==> src/hdl/dmx_gamma_led_dimmer_defines.svh <==
// Assertion macros shared by the dimmer RTL
`ifndef DMX_GAMMA_LED_DIMMER_DEFINES_SVH
`define DMX_GAMMA_LED_DIMMER_DEFINES_SVH

// Implication check, reset disables
`define DMX_ASSERT_IMPL(label, clk, rst, pre, post) \
  label: assert property (@(posedge clk) disable iff (rst) (pre) |-> (post)) \
    else $error("dimmer check failed");

// Next-cycle implication check, reset disables
`define DMX_ASSERT_NEXT(label, clk, rst, pre, post) \
  label: assert property (@(posedge clk) disable iff (rst) (pre) |=> (post)) \
    else $error("dimmer check failed");

`endif

==> src/hdl/dgld_pkg.sv <==
// ----------------------------------------------------------------------------
// dgld_pkg
// Shared constants and tables for the gamma-corrected dimmer.
// ----------------------------------------------------------------------------
`timescale 1ns / 1ps

package dgld_pkg;

  localparam int NumColoursDefault = 6;
  localparam int FracBits          = 28;
  localparam int NumLimitRegs      = 6;
  localparam logic [11:0] GammaReset = 12'd563;
  localparam logic [7:0]  LimitReset = 8'd255;

  // Register indexes
  localparam logic [2:0] RegGamma  = 3'd0;
  localparam logic [2:0] RegLimit0 = 3'd1;

  // Truncated integer square root, evaluated at elaboration only
  function automatic logic [63:0] isqrt_const(input logic [63:0] a_in);
    logic [63:0] a;
    logic [63:0] r;
    logic [63:0] b;
    a = a_in;
    r = '0;
    b = 64'd1 << 62;
    while (b > a) b = b >> 2;
    while (b != 64'd0) begin
      if (a >= r + b) begin
        a = a - (r + b);
        r = (r >> 1) + b;
      end else begin
        r = r >> 1;
      end
      b = b >> 2;
    end
    return r;
  endfunction

  // log2 in Q.28 by repeated squaring of a Q1.31 mantissa, elaboration only
  function automatic logic [33:0] log2_q28_const(input logic [31:0] p);
    logic [4:0]   ev;
    logic [63:0]  zv;
    logic [127:0] sq;
    logic [27:0]  fr;
    ev = '0;
    for (int i = 0; i < 32; i++)
      if (p[i]) ev = 5'(i);
    zv = 64'(p) << (31 - ev);
    fr = '0;
    for (int j = 0; j < FracBits; j++) begin
      sq = 128'(zv) * 128'(zv);
      zv = sq[94:31];
      fr = {fr[26:0], 1'b0};
      if (zv >= 64'h1_0000_0000) begin
        fr[0] = 1'b1;
        zv = zv >> 1;
      end
    end
    return {1'b0, ev, fr};
  endfunction

  // Chain of 2^-(2^-k) in Q0.32, entry 0 holds k = 1
  function automatic logic [32*FracBits-1:0] exp_table_const();
    logic [32*FracBits-1:0] t;
    logic [63:0]            c;
    t = '0;
    c = isqrt_const(64'd1 << 63);
    for (int i = 0; i < FracBits; i++) begin
      t[32*i +: 32] = c[31:0];
      c = isqrt_const({c[31:0], 32'd0});
    end
    return t;
  endfunction

  // log2(255^3) in Q.28
  localparam logic [33:0] Log2Cube = log2_q28_const(32'd16581375);

  localparam logic [32*FracBits-1:0] ExpTable = exp_table_const();

  // 2^-(2^-k) in Q0.32, k = 1..28; index 0 holds k = 1
  function automatic logic [31:0] exp_const(input logic [4:0] idx);
    logic [31:0] c;
    if (idx < 5'(FracBits)) c = ExpTable[32*idx +: 32];
    else c = 32'hFFFF_FFFF;
    return c;
  endfunction

endpackage

==> src/hdl/dmx_gamma_led_dimmer.sv <==
// ----------------------------------------------------------------------------
// dmx_gamma_led_dimmer
// DMX slot writes in, gamma-corrected 16-bit PWM compare values out.
// ----------------------------------------------------------------------------
// Input beats carry {level, slot}. Slot 0 sets the master level, slots 1 to
// NUM_COLOURS set colour levels; other slots and unchanged levels are dropped.
// Output beats carry {compare_value, pwm_index} in tdata and last_of_run in
// tlast. A colour change gives one beat; a master change gives one beat per
// nonzero colour in ascending order with tlast on the final one.
// Each result runs through one shared 33x33 multiplier under a sequencer:
// product (level times master, then times limit), log2 setup, 28
// squarings, gamma scale, 28 exp steps, final scale and output load; a zero
// product skips from the log2 setup to the output load. A master change adds
// a scan step before each result. The input is ready only in idle, so no new
// slot write is taken until the current result or run is loaded for output. The
// result waits in the output register and the sequencer holds in the output
// load while the receiver stalls. Reset clears all levels, sets gamma to
// 563 and limits to 255, and empties the output register.
// Configuration is written through cfg_we / cfg_index / cfg_data.
// ----------------------------------------------------------------------------
`timescale 1ns / 1ps
`include "dmx_gamma_led_dimmer_defines.svh"

module dmx_gamma_led_dimmer #(
  parameter int NUM_COLOURS = dgld_pkg::NumColoursDefault
) (
  input  logic        clk,
  input  logic        rst,
  input  logic        s_tvalid,
  output logic        s_tready,
  input  logic [23:0] s_tdata,   // [8:0] slot, [16:9] level, zero fill
  output logic        m_tvalid,
  input  logic        m_tready,
  output logic [23:0] m_tdata,   // [2:0] pwm_index, [18:3] compare_value
  output logic        m_tlast,   // last_of_run
  input  logic        cfg_we,
  input  logic [2:0]  cfg_index,
  input  logic [11:0] cfg_data
);
  import dgld_pkg::*;

  localparam int CW = (NUM_COLOURS > 1) ? $clog2(NUM_COLOURS) : 1;

  localparam logic [3:0] S_IDLE = 4'd0, S_SCAN = 4'd1, S_P1 = 4'd2,
                         S_P2 = 4'd3, S_LOGI = 4'd4, S_LSQ = 4'd5,
                         S_GAM = 4'd6, S_EXP = 4'd7, S_FIN = 4'd8,
                         S_OUT = 4'd9;

  logic [3:0]  state;
  logic [11:0] gamma_q8;
  logic [7:0]  limits [NUM_COLOURS];
  logic [7:0]  master_level;
  logic [7:0]  colour_levels [NUM_COLOURS];
  logic [CW-1:0] ch;
  logic        master_run;
  logic [23:0] prod;
  logic [32:0] z;
  logic [4:0]  e, k;
  logic [27:0] frac;
  logic [36:0] lval;
  logic [32:0] acc;
  logic [5:0]  nshift;
  logic [15:0] result;

  // Shared multiplier
  logic [32:0] mul_a, mul_b;
  logic [65:0] mul_p;
  assign mul_p = mul_a * mul_b;

  logic [8:0] in_slot;
  logic [7:0] in_level;
  assign in_slot  = s_tdata[8:0];
  assign in_level = s_tdata[16:9];

  // Find next nonzero colour at or after ch
  logic          any_next;
  logic [CW-1:0] next_ch;
  always_comb begin
    any_next = 1'b0;
    next_ch  = '0;
    for (int i = NUM_COLOURS - 1; i >= 0; i--) begin
      if (CW'(i) >= ch && colour_levels[i] != 8'd0) begin
        any_next = 1'b1;
        next_ch  = CW'(i);
      end
    end
  end

  logic more_after;
  always_comb begin
    more_after = 1'b0;
    for (int i = 0; i < NUM_COLOURS; i++)
      if (CW'(i) > ch && colour_levels[i] != 8'd0) more_after = 1'b1;
  end

  // MSB position of prod
  logic [4:0] msb;
  always_comb begin
    msb = '0;
    for (int i = 0; i < 24; i++)
      if (prod[i]) msb = 5'(i);
  end

  logic [33:0] ylog;
  assign ylog = Log2Cube - {e, frac};

  // Multiplier operand select
  always_comb begin
    mul_a = '0;
    mul_b = '0;
    unique case (state)
      S_P1:  begin mul_a = 33'(colour_levels[ch]); mul_b = 33'(master_level); end
      S_P2:  begin mul_a = 33'(prod); mul_b = 33'(limits[ch]); end
      S_LSQ: begin mul_a = z; mul_b = z; end
      S_GAM: begin mul_a = 33'(ylog); mul_b = 33'(gamma_q8); end
      S_EXP: begin mul_a = acc; mul_b = 33'(exp_const(k)); end
      S_FIN: begin mul_a = acc >> nshift; mul_b = 33'd65535; end
      default: begin mul_a = '0; mul_b = '0; end
    endcase
  end

  assign s_tready = (state == S_IDLE);

  // Configuration writes
  always_ff @(posedge clk) begin
    if (rst) begin
      gamma_q8 <= GammaReset;
      for (int i = 0; i < NUM_COLOURS; i++) limits[i] <= LimitReset;
    end else if (cfg_we) begin
      if (cfg_index == RegGamma) gamma_q8 <= cfg_data;
      for (int i = 0; i < NUM_COLOURS && i < NumLimitRegs; i++)
        if (cfg_index == RegLimit0 + 3'(i)) limits[i] <= cfg_data[7:0];
    end
  end

  // Sequencer
  always_ff @(posedge clk) begin
    if (rst) begin
      state        <= S_IDLE;
      master_level <= '0;
      for (int i = 0; i < NUM_COLOURS; i++) colour_levels[i] <= '0;
      m_tvalid     <= 1'b0;
      ch           <= '0;
      master_run   <= 1'b0;
    end else begin
      if (m_tvalid && m_tready && state != S_OUT) m_tvalid <= 1'b0;
      unique case (state)
        S_IDLE: begin
          if (s_tvalid) begin
            if (in_slot == 9'd0) begin
              if (in_level != master_level) begin
                master_level <= in_level;
                master_run   <= 1'b1;
                ch           <= '0;
                state        <= S_SCAN;
              end
            end else if (in_slot <= 9'(NUM_COLOURS)) begin
              if (in_level != colour_levels[CW'(in_slot - 9'd1)]) begin
                colour_levels[CW'(in_slot - 9'd1)] <= in_level;
                master_run <= 1'b0;
                ch         <= CW'(in_slot - 9'd1);
                state      <= S_P1;
              end
            end
          end
        end
        S_SCAN: begin
          if (any_next) begin
            ch    <= next_ch;
            state <= S_P1;
          end else begin
            state <= S_IDLE;
          end
        end
        S_P1: begin
          prod  <= mul_p[23:0];
          state <= S_P2;
        end
        S_P2: begin
          prod  <= mul_p[23:0];
          state <= S_LOGI;
        end
        S_LOGI: begin
          if (prod == 24'd0) begin
            result <= '0;
            state  <= S_OUT;
          end else begin
            e     <= msb;
            z     <= 33'({prod, 31'd0} >> msb);
            frac  <= '0;
            k     <= '0;
            state <= S_LSQ;
          end
        end
        S_LSQ: begin
          if (mul_p[63]) begin
            z    <= mul_p[64:32];
            frac <= {frac[26:0], 1'b1};
          end else begin
            z    <= mul_p[63:31];
            frac <= {frac[26:0], 1'b0};
          end
          k <= k + 5'd1;
          if (k == 5'(FracBits - 1)) state <= S_GAM;
        end
        S_GAM: begin
          lval  <= mul_p[44:8];
          acc   <= 33'h1_0000_0000;
          k     <= '0;
          state <= S_EXP;
        end
        S_EXP: begin
          if (lval[27 - k]) acc <= mul_p[64:32];
          k <= k + 5'd1;
          if (k == 5'(FracBits - 1)) begin
            nshift <= (lval[36:28] > 9'd32) ? 6'd33 : lval[33:28];
            state  <= S_FIN;
          end
        end
        S_FIN: begin
          result <= mul_p[47:32];
          state  <= S_OUT;
        end
        S_OUT: begin
          if (!m_tvalid || m_tready) begin
            m_tvalid <= 1'b1;
            m_tdata  <= {5'd0, result, 3'(ch)};
            m_tlast  <= !master_run || !more_after;
            if (master_run && more_after) begin
              ch    <= ch + CW'(1);
              state <= S_SCAN;
            end else begin
              state <= S_IDLE;
            end
          end
        end
        default: state <= S_IDLE;
      endcase
    end
  end

  `DMX_ASSERT_IMPL(a_busy_not_ready, clk, rst, state != S_IDLE, !s_tready)
  `DMX_ASSERT_NEXT(a_hold_stall, clk, rst, m_tvalid && !m_tready, m_tvalid && $stable(m_tdata))
  `DMX_ASSERT_IMPL(a_index_range, clk, rst, m_tvalid, m_tdata[2:0] < 3'(NUM_COLOURS) || NUM_COLOURS > 7)
endmodule

==> config.mk <==
export PLATFORM = sky130hd
export DESIGN_NAME = dmx_gamma_led_dimmer
export DESIGN_NICKNAME = d
export VERILOG_FILES = /design/src/hdl/dgld_pkg.sv /design/src/hdl/dmx_gamma_led_dimmer.sv
export VERILOG_INCLUDE_DIRS = /design/src /design/src/hdl
export SDC_FILE = /design/constraint.sdc
export NUM_CORES = 2
export LEC_CHECK = 0
export BUFFER_PORTS_ARGS = -buffer_cell sky130_fd_sc_hd__buf_4
export CORE_MARGIN = 5
export CORE_UTILIZATION = 40
export CTS_CLUSTER_DIAMETER = 150
export DETAILED_ROUTE_END_ITERATION = 12
export HOLD_SLACK_MARGIN = 0.03
export PLACE_DENSITY_LB_ADDON = 0.08
export SYNTH_ARGS = -nofsm -noshare
export SYNTH_HDL_FRONTEND = slang
export SYNTH_SLANG_ARGS = --single-unit
==> constraint.sdc <==
create_clock -name clk -period 8.6 [get_ports clk]
set_input_delay 0.43 -clock clk [delete_from_list [all_inputs] [get_ports clk]]
set_output_delay 0.43 -clock clk [all_outputs]
set_load 0.02 [all_outputs]
==> flow_summary.ini <==
[run_status]
status = complete, but fails checks
violations = setup timing

[critical_path]
crit_fanout = 7
start_kind = flip-flop
setup.worst_path.end_class = flip-flop
slowest_delay_ns = 0.61
crit_top_cell = fa_1
reg2reg_depth = 43
crit_type = reg -> reg
cpMaxStageDelayCell = fa_1
worstPathArrival_ns = 10.34
required_ns = 8.92

[floorplanning]
ios = 71
dieWidth_um = 382
rows = 136
fp.dieArea_mm2 = 0.146
initial_core_util_pct = 40.3
core_mm2 = 0.138
fp.dieH_um = 382

[layout]
fill_cells = 12900
mostFrequentLayoutCells = 1208 x buf_4, 1014 x inv_1, 940 x fa_1, 757 x nand2_1, 716 x nor2_1
drive_gt1_share_pct = 28.3
final_cells = 8932
layout_commonest_cell = buf_4
nNetsFinal = 8388
final_util_pct = 52.8
stdcell_area_mm2 = 0.0727
syn2layout_area_growth_pct = 31.1

[cts]
clkTransAtPathRegs_ns = 0.06
worstSkewPairLatency_ns = 0.58
cts_sinks = 351
clk_path_buf_depth = 3
clockRootBuffer = clkbuf_16
tritoncts = yes
cts-buffers-inserted = 40
htreeDepth = 2

[sta]
rsz0062_at_grt = true
fin_ws_ns = -1.43
worstMarginPinSlew_ns = 1.12
period_needed_ns = 10.03
setup_viol = 102
hold_slack_ns = 0.114
drv_slew = 0
fin_crit_sh_pct = 117
fmax_mhz = 99.7
fin_worst_skew_ns = 0.0274
setup_tns_ns = -103.35
slew_headroom_pct = 25.4
hold_viol = 0

[hold_path]
hold_class = in -> reg
holdPathStages = 3

[grt]
antenna_found_initial = 6
grt_pass1_vias = 49600
grt_max_degree = 53
grt_first_pass_wirelength_um = 337000
grt_usage_pct = 31.2
grt_overflow_total = 0

[yosys]
ys_seq_area_share_pct = 18.4
synth.avg_cell_area_um2 = 9.29
synth_edf_count = 319
synth_cell_types = 103
syn_area_mm2 = 0.0555
synth_cells = 5969
synth_flop_cell = edfxtp_1
synth_seq_cells = 351
synthArstFlopShare_pct = 0
synth_warnings = 0

[place]
dp_cells = 8733
hpwl_um = 194000
port_buffers = 58
placed_area_mm2 = 0.0680
gp_congestion = 1.01
pre_cts_ws_ns = -2.17

[routing]
vias_per_cell = 5.33
post_drt_wl_per_cell_um = 25.5
drc = 0
drt_iter0_markers = 3857
route.vias.total = 47600
wl_um = 227000
antenna_left = 0
dr.pass1.iters = 6

[power_and_ir_drop]
leakage_nw = 33.6
ir_worst_vdd_mv = 0.140
p_per_area_mw_per_mm2 = 51.3
p_total_mw = 3.73

[run]
maxCapViolations = 0
-- worst max-delay path, delay by kind of cell, from the launching register on --
family	cells	cell delay (ns)
AO/OA/AOI/OAI	11	1.80
AND/OR/NAND/NOR	7	1.12
adder cells (fa/ha/maj)	9	4.47
XOR/XNOR	2	0.31
flip-flops	1	0.44
buffers and inverters	14	1.62
-- layer usage --
layer	part of all wire, %	vias to the layer above	global-route usage (%)
met1	45	24500	45.8
met3	8.1	257	6.19
li1	-	21200	-
met4	2.6	4	6.52
met2	44	1644	48.3
met5	0.014	-	0
-- layout make-up --
cell class              instances  area [um2]  area share, %
diodes                          2        5.00        0.00688
clock buffers                  50        1040           1.43
clock inverters                21         205          0.282
inverters                    1042        3920           5.39
multi-input cells            4248       42300           58.2
flip-flops and latches        351       10200           14.1
well taps                    1794        2240           3.09
repair buffers               1424       12700           17.5
-- registers in the layout, summed over array words and instances, names as in the netlist, 8 cells and up, named ones only --
signal,cells
colour_levels,64
master_level,8
acc,33
frac,28
limits,48
lval,37
prod,24
result,16
gamma_q8,12
z,33
m_tdata,19
-- power breakdown --
| group | switching, mW | internal, mW |
|---|---|---|
| sequential | 0.0116 | 1.87 |
| clock | 0.731 | 0.951 |
| combinational | 0.0957 | 0.0748 |
| total | 0.839 | 2.89 |
-- synthesized netlist by cell type, drive strengths merged, types with 8 or more instances --
cell type	number	share of area, %
inv	1039	7.0
or2	35	0.39
o21ai	124	1.1
o31ai	18	0.25
xnor2	75	1.2
nand2	777	5.3
fa	957	35
clkbuf	223	1.5
a211o	10	0.16
dfxtp	32	1.2
nor4	23	0.27
and3	20	0.23
o22ai	23	0.26
mux4	64	2.6
o211ai	26	0.37
a21oi	213	2.0
ha	280	6.3
and2	111	1.3
nand2b	58	0.65
xor2	38	0.65
o21bai	22	0.30
nand3	46	0.42
mux2	33	0.67
o311ai	8	0.13
mux2i	132	2.4
a21o	29	0.39
nand4	24	0.28
edfxtp	319	17
nor3	47	0.42
o221ai	24	0.38
o21a	16	0.22
a31oi	34	0.38
o221a	15	0.30
nor2	761	5.2
nor2b	34	0.38
nand3b	11	0.15
buf	109	1.0
a221oi	25	0.44
a22oi	8	0.11
a211oi	35	0.50
-- path summary, 6_finish.rpt --
path                                              start                         to  slack, ns
worst max-delay path              frac[0]$_SDFFCE_PN0P_            z[28]$_DFFE_PP_      -1.43
worst min-delay path                       cfg_data[11]  gamma_q8[11]$_SDFFE_PP0P_       0.11
worst max register to register    frac[0]$_SDFFCE_PN0P_            z[28]$_DFFE_PP_      -1.43
worst min register to register  result[8]$_SDFFCE_PN0P_      m_tdata[11]$_DFFE_PP_       0.42
-- kinds of logic (layout without fill, tap and decap cells) --
kind of cell / after synthesis / count (layout) / synth area share (%)
AO/OA/AOI/OAI: 695 / 695 / 8.40
adder cells (fa/ha/maj): 1237 / 1237 / 40.9
other: 1 / 7 / 0.00676
XOR/XNOR: 113 / 113 / 1.85
AND/OR/NAND/NOR: 1969 / 1969 / 15.2
flip-flops: 351 / 351 / 18.4
buffers and inverters: 1374 / 2537 / 9.60
multiplexers: 229 / 229 / 5.67
-- repair_timing --
| action | in CTS | in global routing |
|---|---|---|
| endpoints found under the setup margin | 113 | 122 |
| cloned | 7 | 0 |
| hold buffers | 0 | 0 |
| pin swaps | 171 | 59 |
| gates resized for setup | 420 | 79 |
| buffers inserted | 113 | 17 |
Power figures use the tool's default switching activity.
